==> config.mk <==
export PLATFORM = sky130hd
export DESIGN_NAME = pwm_duty_capture_scaler_flat
export DESIGN_NICKNAME = d
export VERILOG_FILES = /design/src/hw/rtl/pdcs_pkg.sv /design/src/hw/rtl/pdcs_if.sv /design/src/hw/rtl/pdcs_front.sv /design/src/hw/rtl/pdcs_queue.sv /design/src/hw/rtl/pdcs_back.sv /design/src/hw/rtl/pwm_duty_capture_scaler.sv /design/src/flat_wrapper.sv
export SDC_FILE = /design/constraint.sdc
export NUM_CORES = 2
export LEC_CHECK = 0
export BUFFER_PORTS_ARGS = -buffer_cell sky130_fd_sc_hd__clkbuf_2
export CORE_MARGIN = 3
export CORE_UTILIZATION = 40
export DETAILED_ROUTE_END_ITERATION = 10
export MAX_ROUTING_LAYER = met4
export PLACE_DENSITY = 0.53
export SETUP_SLACK_MARGIN = 0.4
export SYNTH_ARGS = -nofsm -noshare
export SYNTH_HDL_FRONTEND = slang
export SYNTH_SLANG_ARGS = --single-unit
==> constraint.sdc <==
create_clock -name clk -period 9.65 [get_ports clk]
set_input_delay 0 -clock clk [delete_from_list [all_inputs] [get_ports clk]]
set_output_delay 0 -clock clk [all_outputs]
set_load 0.02 [all_outputs]
==> src/hw/rtl/pdcs_pkg.sv <==
`default_nettype none

package pdcs_pkg;

  // field and counter widths
  localparam int COUNT_WIDTH = 32;
  localparam int VALUE_WIDTH = 16;
  localparam int RES_WIDTH   = 16;

  // configuration register indexes
  localparam int CFG_IDX_WIDTH = 1;
  localparam logic [CFG_IDX_WIDTH-1:0] CFG_SENSOR_RESOLUTION = 1'd0;
  localparam logic [CFG_IDX_WIDTH-1:0] CFG_ACTIVE_HIGH       = 1'd1;

  localparam logic [RES_WIDTH-1:0] RESOLUTION_RESET = 16'd4096;

  localparam logic [COUNT_WIDTH-1:0] COUNT_MAX = '1;
  localparam logic [VALUE_WIDTH-1:0] VALUE_MAX = '1;

  // divider sizing: dividend is on_ticks * (resolution + 1)
  localparam int MULT_WIDTH = RES_WIDTH + 1;
  localparam int PROD_WIDTH = COUNT_WIDTH + MULT_WIDTH;
  localparam int QR_WIDTH   = PROD_WIDTH + 1;
  localparam int STEP_WIDTH = $clog2(PROD_WIDTH);

  // queue between capture front end and divider back end
  localparam int QUEUE_DEPTH = 4;
  localparam int QPTR_WIDTH  = $clog2(QUEUE_DEPTH);
  localparam int QCNT_WIDTH  = QPTR_WIDTH + 1;

  // one finished period waiting for scaling
  typedef struct packed {
    logic [RES_WIDTH-1:0]   resolution;
    logic [COUNT_WIDTH-1:0] on_ticks;
    logic [COUNT_WIDTH-1:0] period_ticks;
    logic                   overflow;
  } pdcs_entry_t;

  typedef struct packed {
    logic        valid;
    pdcs_entry_t entry;
  } pdcs_slot_t;

endpackage

`default_nettype wire

==> src/hw/rtl/pdcs_if.sv <==
`default_nettype none

// pin sample channel
interface pdcs_in_if;
  logic valid;
  logic ready;
  logic pin_level;

  modport source (output valid, output pin_level, input ready);
  modport sink (input valid, input pin_level, output ready);
endinterface

// capture result channel
interface pdcs_out_if;
  import pdcs_pkg::*;
  logic                   valid;
  logic                   ready;
  logic [VALUE_WIDTH-1:0] scaled_value;
  logic [COUNT_WIDTH-1:0] on_ticks;
  logic [COUNT_WIDTH-1:0] period_ticks;
  logic                   period_overflow;

  modport source (output valid, output scaled_value, output on_ticks,
                  output period_ticks, output period_overflow, input ready);
  modport sink (input valid, input scaled_value, input on_ticks,
                input period_ticks, input period_overflow, output ready);
endinterface

`default_nettype wire

==> src/hw/rtl/pdcs_front.sv <==
`default_nettype none

module pdcs_front (
  input  wire logic                             clk,
  input  wire logic                             rst,
  input  wire logic                             cfg_we,
  input  wire logic [pdcs_pkg::CFG_IDX_WIDTH-1:0] cfg_index,
  input  wire logic [pdcs_pkg::RES_WIDTH-1:0]   cfg_data,
  pdcs_in_if.sink                               samples,
  input  wire logic                             full,
  output pdcs_pkg::pdcs_slot_t                  push
);
  import pdcs_pkg::*;

  logic [RES_WIDTH-1:0]   resolution;
  logic                   active_high;
  logic [COUNT_WIDTH-1:0] period_count;
  logic [COUNT_WIDTH-1:0] on_count;
  logic                   previous_active;
  logic                   first_edge_seen;
  logic                   saturated_flag;

  logic accept;
  logic active;
  logic edge_hit;

  // sample transfer and edge detect
  assign samples.ready = !full;
  assign accept   = samples.valid && samples.ready;
  assign active   = (samples.pin_level == active_high);
  assign edge_hit = active && !previous_active;

  // finished period goes to the queue
  always_comb begin
    push.valid               = accept && edge_hit && first_edge_seen;
    push.entry.resolution    = resolution;
    push.entry.on_ticks      = on_count;
    push.entry.period_ticks  = period_count;
    push.entry.overflow      = saturated_flag;
  end

  // configuration registers
  always_ff @(posedge clk) begin
    if (rst) begin
      resolution  <= RESOLUTION_RESET;
      active_high <= 1'b1;
    end else if (cfg_we) begin
      case (cfg_index)
        CFG_SENSOR_RESOLUTION: resolution  <= cfg_data;
        CFG_ACTIVE_HIGH:       active_high <= cfg_data[0];
        default: ;
      endcase
    end
  end

  // saturating period and on-time counters
  always_ff @(posedge clk) begin
    if (rst) begin
      period_count    <= '0;
      on_count        <= '0;
      previous_active <= 1'b0;
      first_edge_seen <= 1'b0;
      saturated_flag  <= 1'b0;
    end else if (accept) begin
      previous_active <= active;
      if (edge_hit) begin
        first_edge_seen <= 1'b1;
        period_count    <= COUNT_WIDTH'(1);
        on_count        <= COUNT_WIDTH'(1);
        saturated_flag  <= 1'b0;
      end else if (period_count != COUNT_MAX) begin
        period_count <= period_count + COUNT_WIDTH'(1);
        if (active && on_count != COUNT_MAX) begin
          on_count <= on_count + COUNT_WIDTH'(1);
        end
      end else begin
        saturated_flag <= 1'b1;
      end
    end
  end

endmodule

`default_nettype wire

==> src/hw/rtl/pdcs_queue.sv <==
`default_nettype none

module pdcs_queue (
  input  wire logic           clk,
  input  wire logic           rst,
  input  pdcs_pkg::pdcs_slot_t push,
  input  wire logic           pop,
  output pdcs_pkg::pdcs_slot_t head,
  output logic                full
);
  import pdcs_pkg::*;

  pdcs_entry_t            slots [QUEUE_DEPTH];
  logic [QPTR_WIDTH-1:0]  wptr;
  logic [QPTR_WIDTH-1:0]  rptr;
  logic [QCNT_WIDTH-1:0]  count;

  assign full       = (count == QCNT_WIDTH'(QUEUE_DEPTH));
  assign head.valid = (count != '0);
  assign head.entry = slots[rptr];

  // entry storage
  always_ff @(posedge clk) begin
    if (push.valid) begin
      slots[wptr] <= push.entry;
    end
  end

  // pointers and fill count
  always_ff @(posedge clk) begin
    if (rst) begin
      wptr  <= '0;
      rptr  <= '0;
      count <= '0;
    end else begin
      if (push.valid) begin
        wptr <= wptr + QPTR_WIDTH'(1);
      end
      if (pop) begin
        rptr <= rptr + QPTR_WIDTH'(1);
      end
      case ({push.valid, pop})
        2'b10:   count <= count + QCNT_WIDTH'(1);
        2'b01:   count <= count - QCNT_WIDTH'(1);
        default: count <= count;
      endcase
    end
  end

`ifndef NO_ASSERTIONS
  a_count_bound: assert property (@(posedge clk) disable iff (rst)
    count <= QCNT_WIDTH'(QUEUE_DEPTH))
    else $error("queue count beyond depth");

  a_no_push_full: assert property (@(posedge clk) disable iff (rst)
    push.valid |-> !full)
    else $error("push into full queue");

  a_no_pop_empty: assert property (@(posedge clk) disable iff (rst)
    pop |-> head.valid)
    else $error("pop from empty queue");

  a_count_up: assert property (@(posedge clk) disable iff (rst)
    (push.valid && !pop) |=> count == $past(count) + QCNT_WIDTH'(1))
    else $error("queue count did not follow push");
`endif

endmodule

`default_nettype wire

==> src/hw/rtl/pdcs_back.sv <==
`default_nettype none

module pdcs_back (
  input  wire logic            clk,
  input  wire logic            rst,
  input  pdcs_pkg::pdcs_slot_t head,
  output logic                 pop,
  pdcs_out_if.source           results
);
  import pdcs_pkg::*;

  typedef enum logic [1:0] {S_IDLE, S_MUL, S_DIV, S_ROUND} state_t;

  state_t                 state;
  pdcs_entry_t            cur;
  logic [PROD_WIDTH-1:0]  quo;
  logic [COUNT_WIDTH-1:0] rem;
  logic [STEP_WIDTH-1:0]  step;

  logic                   res_valid;
  logic [VALUE_WIDTH-1:0] res_value;
  logic [COUNT_WIDTH-1:0] res_on;
  logic [COUNT_WIDTH-1:0] res_period;
  logic                   res_overflow;

  logic [MULT_WIDTH-1:0]  mult;
  logic [PROD_WIDTH-1:0]  product;
  logic [COUNT_WIDTH:0]   trial;
  logic [COUNT_WIDTH:0]   trial_diff;
  logic                   trial_ge;
  logic [COUNT_WIDTH:0]   half_sum;
  logic                   round_up;
  logic [QR_WIDTH-1:0]    q_round;
  logic [QR_WIDTH-1:0]    q_minus;
  logic [VALUE_WIDTH-1:0] value_next;
  logic                   out_free;

  assign pop      = (state == S_IDLE) && head.valid;
  assign out_free = !res_valid || results.ready;

  // multiply, restoring divide step and rounding
  always_comb begin
    mult       = {1'b0, cur.resolution} + MULT_WIDTH'(1);
    product    = PROD_WIDTH'(cur.on_ticks) * PROD_WIDTH'(mult);
    trial      = {rem, quo[PROD_WIDTH-1]};
    trial_ge   = (trial >= {1'b0, cur.period_ticks});
    trial_diff = trial - {1'b0, cur.period_ticks};
    half_sum   = {1'b0, rem} + {2'b00, cur.period_ticks[COUNT_WIDTH-1:1]};
    round_up   = (half_sum >= {1'b0, cur.period_ticks});
    q_round    = {1'b0, quo} + QR_WIDTH'(round_up);
    if (cur.period_ticks == '0) begin
      q_round = '0;
    end
    q_minus = q_round - QR_WIDTH'(1);
    if (q_round == '0) begin
      value_next = '0;
    end else if (q_minus > QR_WIDTH'(VALUE_MAX)) begin
      value_next = VALUE_MAX;
    end else begin
      value_next = q_minus[VALUE_WIDTH-1:0];
    end
  end

  // sequencer with output register
  always_ff @(posedge clk) begin
    if (rst) begin
      state     <= S_IDLE;
      res_valid <= 1'b0;
    end else begin
      // output register fill and transfer
      if (state == S_ROUND && out_free) begin
        res_valid <= 1'b1;
      end else if (res_valid && results.ready) begin
        res_valid <= 1'b0;
      end
      case (state)
        S_IDLE: begin
          if (head.valid) begin
            cur   <= head.entry;
            state <= S_MUL;
          end
        end
        S_MUL: begin
          quo   <= product;
          rem   <= '0;
          step  <= '0;
          state <= S_DIV;
        end
        S_DIV: begin
          quo  <= {quo[PROD_WIDTH-2:0], trial_ge};
          rem  <= trial_ge ? trial_diff[COUNT_WIDTH-1:0] : trial[COUNT_WIDTH-1:0];
          step <= step + STEP_WIDTH'(1);
          if (step == STEP_WIDTH'(PROD_WIDTH - 1)) begin
            state <= S_ROUND;
          end
        end
        S_ROUND: begin
          if (out_free) begin
            res_value    <= value_next;
            res_on       <= cur.on_ticks;
            res_period   <= cur.period_ticks;
            res_overflow <= cur.overflow;
            state        <= S_IDLE;
          end
        end
        default: state <= S_IDLE;
      endcase
    end
  end

  assign results.valid           = res_valid;
  assign results.scaled_value    = res_value;
  assign results.on_ticks        = res_on;
  assign results.period_ticks    = res_period;
  assign results.period_overflow = res_overflow;

endmodule

`default_nettype wire

==> src/hw/rtl/pwm_duty_capture_scaler.sv <==
// PWM duty capture and scaling. One pin sample is taken per transfer; a pin is
// active when its level equals active_high. Each active-going edge after the
// first closes a period and yields one result: on-time, period length, an
// overflow flag set when the period counter saturated, and
// round(on*(resolution+1)/period)-1 clamped to 0..65535. The capture front end
// accepts one sample per clock as long as its four-entry period queue has room;
// samples.ready drops while the queue is full. The back end scales one period
// at a time (queue pop, one 32x17 multiply, 49 restoring-divide steps, one
// rounding step), so short periods drain slower than they arrive and, once the
// queue fills, the sample input stalls. Results sit in an output register and
// the back end moves on as soon as that register is taken.
`default_nettype none

module pwm_duty_capture_scaler (
  input  wire logic                               clk,
  input  wire logic                               rst,
  input  wire logic                               cfg_we,
  input  wire logic [pdcs_pkg::CFG_IDX_WIDTH-1:0] cfg_index,
  input  wire logic [pdcs_pkg::RES_WIDTH-1:0]     cfg_data,
  pdcs_in_if.sink                                 samples,
  pdcs_out_if.source                              results
);
  import pdcs_pkg::*;

  pdcs_slot_t push;
  pdcs_slot_t head;
  logic       full;
  logic       pop;

  // edge detect and period counting
  pdcs_front u_front (
    .clk       (clk),
    .rst       (rst),
    .cfg_we    (cfg_we),
    .cfg_index (cfg_index),
    .cfg_data  (cfg_data),
    .samples   (samples),
    .full      (full),
    .push      (push)
  );

  // finished periods waiting for scaling
  pdcs_queue u_queue (
    .clk  (clk),
    .rst  (rst),
    .push (push),
    .pop  (pop),
    .head (head),
    .full (full)
  );

  // scaling divider and output register
  pdcs_back u_back (
    .clk     (clk),
    .rst     (rst),
    .head    (head),
    .pop     (pop),
    .results (results)
  );

endmodule

`default_nettype wire

==> src/flat_wrapper.sv <==
// flat-port wrapper written by rule: the top's interface ports become plain ports
module pwm_duty_capture_scaler_flat import pdcs_pkg::*;
  (clk, rst, cfg_we, cfg_index, cfg_data, samples_valid, samples_pin_level, samples_ready, results_valid, results_scaled_value, results_on_ticks, results_period_ticks, results_period_overflow, results_ready);
  pdcs_in_if samples_i ();
  pdcs_out_if results_i ();
  input  wire logic clk;
  input  wire logic rst;
  input  wire logic cfg_we;
  input  wire logic [pdcs_pkg::CFG_IDX_WIDTH-1:0] cfg_index;
  input  wire logic [pdcs_pkg::RES_WIDTH-1:0] cfg_data;
  input wire logic [$bits(samples_i.valid)-1:0] samples_valid;
  input wire logic [$bits(samples_i.pin_level)-1:0] samples_pin_level;
  output wire logic [$bits(samples_i.ready)-1:0] samples_ready;
  output wire logic [$bits(results_i.valid)-1:0] results_valid;
  output wire logic [$bits(results_i.scaled_value)-1:0] results_scaled_value;
  output wire logic [$bits(results_i.on_ticks)-1:0] results_on_ticks;
  output wire logic [$bits(results_i.period_ticks)-1:0] results_period_ticks;
  output wire logic [$bits(results_i.period_overflow)-1:0] results_period_overflow;
  input wire logic [$bits(results_i.ready)-1:0] results_ready;
  assign samples_i.valid = samples_valid;
  assign samples_i.pin_level = samples_pin_level;
  assign samples_ready = samples_i.ready;
  assign results_valid = results_i.valid;
  assign results_scaled_value = results_i.scaled_value;
  assign results_on_ticks = results_i.on_ticks;
  assign results_period_ticks = results_i.period_ticks;
  assign results_period_overflow = results_i.period_overflow;
  assign results_i.ready = results_ready;
  pwm_duty_capture_scaler u_core (.clk(clk), .rst(rst), .cfg_we(cfg_we), .cfg_index(cfg_index), .cfg_data(cfg_data), .samples(samples_i), .results(results_i));
endmodule
==> metrics.csv <==
stage;metric;value;unit
cts;clk_pin_slew_worst_paths;0.06;ns
placed_design;dp_hpwl;86270;µm
global_routing;grt_pass1_vias;32334;
finish;drive_above_1_share;10.33;%
critical_path;reg2regPathDepth;30;
placed_design;portBuffers;105;
floorplan;die_area;122600;µm²
yosys;synth.mux.area_fraction;4.835;%
global_routing;overflow;0;
critical_path;rr_startpoint;u_core.u_back.cur[67]$_DFFE_PP_;
sta;timing.final.hold_violations;0;
critical_path;r2r-end;u_core.u_back.quo[42]$_DFFE_PP_;
yosys;synth-seq-cells;667;
finish;syn_to_final_growth;12.17;%
yosys;synth_top_family_by_area;adder cells;
floorplan;die_y;350.2;µm
global_routing;grt_pass1_wl;189500;µm
cts;clock_path_buffers;3;
yosys;async_flop_share;0;%
floorplan;start_util;40.56;%
yosys;ys_warn_count;0;
critical_path;critPathArrivalTime;9.01;ns
global_routing;grt_use_total;20.57;%
sta;relSlewSlack;30.54;%
min_path;hold_start;samples_pin_level;
yosys;synth.distinct_cells;76;
cts;clk_latency;0.66;ns
min_path;hold_depth;5;
route;drt_iter0_drc;2069;
yosys;synth-edff-count;573;
yosys;synth_compound_area_share;6.224;%
sta;timing.final.crit_period;8.633;ns
global_routing;grt_max_degree;100;
sta;skew;0.04137;ns
route;routed_via_density;5.198;
critical_path;cp-end-kind;flop;
finish;final_cell_mix;587 x nand2_1, 573 x edfxtp_1, 537 x inv_1;
flow_run;drv_cap;0;
yosys;ys.flop_type;edfxtp_1;
route;routedWlPerCell;20.17;µm
critical_path;path_class;reg -> reg;
route;drt_pass1_iterations;5;
sta;drv_slew;0;
critical_path;worst_path_max_delay_cell;fa_1;
critical_path;r2r_slack;1.02;ns
sta;max_slew.worst_pin.slew;1.042;ns
cts;cts.root.buffer_cell;clkbuf_16;
sta;finalCritPeriodShare;89.46;%
critical_path;required;10.02;ns
yosys;synth_simple_gate_area_share;13.58;%
cts;htreeDepth;3;
yosys;synth_area;47390;µm²
finish;finalNetCount;5069;
route;routed_wl;120000;µm
cts;cts_buffers;76;
yosys;syn_avg_cell_area;11.15;µm²
yosys;synth_xor_area_share;3.900;%
critical_path;critPathMaxFanout;32;
sta;max_freq;115.8;MHz
route;vias;30922;
cts;clkSinkCount;667;
min_path;worstHoldPathType;in -> reg;
floorplan;core_area;116800;µm²
yosys;synth_seq_area_share;40.28;%
yosys;synth_nets;4958;
yosys;synth_top_cell_area_share;36.31;%
critical_path;start_kind;flop;
placed_design;gp_congestion;0.8593;
critical_path;cp_slowest_stage_delay;0.55;ns
yosys;synth_top_area_cell;edfxtp_1;
floorplan;die_x;350.2;µm
floorplan;row_count;125;
sta;finalSetupViolCount;0;
floorplan;ioPinCount;106;
cts;cts_tree;done;
route;ant_nets;0;
yosys;yosys.area_share.adder;25.27;%
critical_path;cpMostUsedCell;fa_1;
sta;finalSetupTns;0;ns
global_routing;grt_antenna_before_repair;7;
finish;mostFrequentLayoutCell;nand2_1;
yosys;synth_cells;4249;
min_path;min_to;u_core.u_front.period_count[1]$_SDFFE_PP0P_;
yosys;synth.top_cells.by_area;edfxtp_1 36%, fa_1 19%, ha_1 6.2%;
sta;rsz0062_at_grt;true;
route;drc;0;
status;outcome;finished, final reports clean;
layout make-up:
class                           count  area [µm²]
Fill cell                       10758       63680
Multi-Input combinational cell   2850       25780
Sequential cell                   667       19100
Clock buffer                       95        2033
Inverter                          538        2019
Tap cell                         1524        1907
Timing Repair Buffer              227        1635
Clock inverter                     47       679.4
Antenna cell                        1       2.502
what timing repair did:
action | in CTS | in global routing
setup buffers | 0 | 1
hold endpoints to repair | 36 | 0
endpoints found under the setup margin | 0 | 24
hold buffers | 56 | 0
resized for setup | 0 | 29
worst max-delay path by stage:
stage                                         start                                              endpoint  slack, ns  cells after the start
floorplan           u_core.u_back.cur[67]$_DFFE_PP_                       u_core.u_back.quo[43]$_DFFE_PP_       1.61                     30
global placement    u_core.u_back.cur[10]$_DFFE_PP_  u_core.u_back.results.scaled_value[15]$_SDFFCE_PN0P_       0.57                     36
detailed placement  u_core.u_back.cur[10]$_DFFE_PP_   u_core.u_back.results.scaled_value[2]$_SDFFCE_PN0P_       0.48                     36
CTS                 u_core.u_back.cur[10]$_DFFE_PP_   u_core.u_back.results.scaled_value[2]$_SDFFCE_PN0P_       0.43                     36
global route        u_core.u_back.cur[10]$_DFFE_PP_   u_core.u_back.results.scaled_value[2]$_SDFFCE_PN0P_       0.40                     36
finish              u_core.u_back.cur[67]$_DFFE_PP_                       u_core.u_back.quo[42]$_DFFE_PP_       1.02                     30
cells by family after synthesis:
kind of cell             Yosys count
AO/OA/AOI/OAI                    478
XOR/XNOR                         211
adder cells (fa/ha/maj)          686
flip-flops                       667
buffers and inverters            732
AND/OR/NAND/NOR                 1349
multiplexers                     126
critical path, delay by kind of cell, from the launching register on:
kind            cells  cell delay (ns)
compound gates     10             2.35
xor+xnor            2             0.34
fa+ha+maj           7             3.54
buf+inv             2             0.29
flops               1             0.44
simple gates        9             1.35
per-layer routing:
metal,global-route usage [%],routed length [µm]
met1,28.63,56190
met2,32.28,55580
met3,2.511,5864
met4,4.938,2362
met5,-,0
state kept, by name, indices dropped and copies added, names as in the netlist, 2 cells and up:
signal / count
u_core.u_front.period_count: 32
u_core.u_back.results.scaled_value: 16
u_core.u_back.cur: 81
u_core.u_back.results.period_ticks: 32
u_core.u_queue.slots: 324
u_core.u_front.on_count: 32
u_core.u_back.step: 6
u_core.u_back.rem: 32
u_core.u_front.resolution: 16
u_core.u_queue.wptr: 2
u_core.u_back.state: 2
u_core.u_back.results.on_ticks: 32
u_core.u_queue.count: 3
u_core.u_back.quo: 49
u_core.u_queue.rptr: 2
Yosys cell counts (all sizes together), types with 7 or more instances:
cell and instances:
a21o 47, a31oi 17, a21oi 150, o21bai 18, o21ai 123, and2 56
mux2i 35, and4 19, dfxtp 94, and3 42, nor3 57, or3 32
nor4 24, nor2 205, o211ai 15, o31ai 7, xnor2 121, or2 9
o21a 17, mux4 81, mux2 10, ha 234, clkbuf 156, o22ai 10
nand2b 65, edfxtp 573, xor2 90, nand3 70, buf 38, nand4 42
nand2 588, inv 538, fa 452, nor2b 114, a211oi 20
stage by stage:
stage | utilization, % | hold WS [ns] | instance area [µm²] | worst slack, ns | instances
global route | 45.49 | 0.07169 | 53150 | 0.3976 | 5948
detailed placement | 42.59 | 0.2171 | 49760 | 0.4775 | 5749
global placement | 42.59 | 0.2170 | 49760 | 0.5727 | 5749
finish | 45.50 | 0.05302 | 53150 | 1.017 | 5949
floorplan | - | 0.1242 | 47390 | 1.610 | 4249
CTS | 45.39 | 0.02563 | 53030 | 0.4268 | 5947
Power is not shown: default switching activity piles up to over one toggle a cycle in this logic, so the estimate is an artifact.
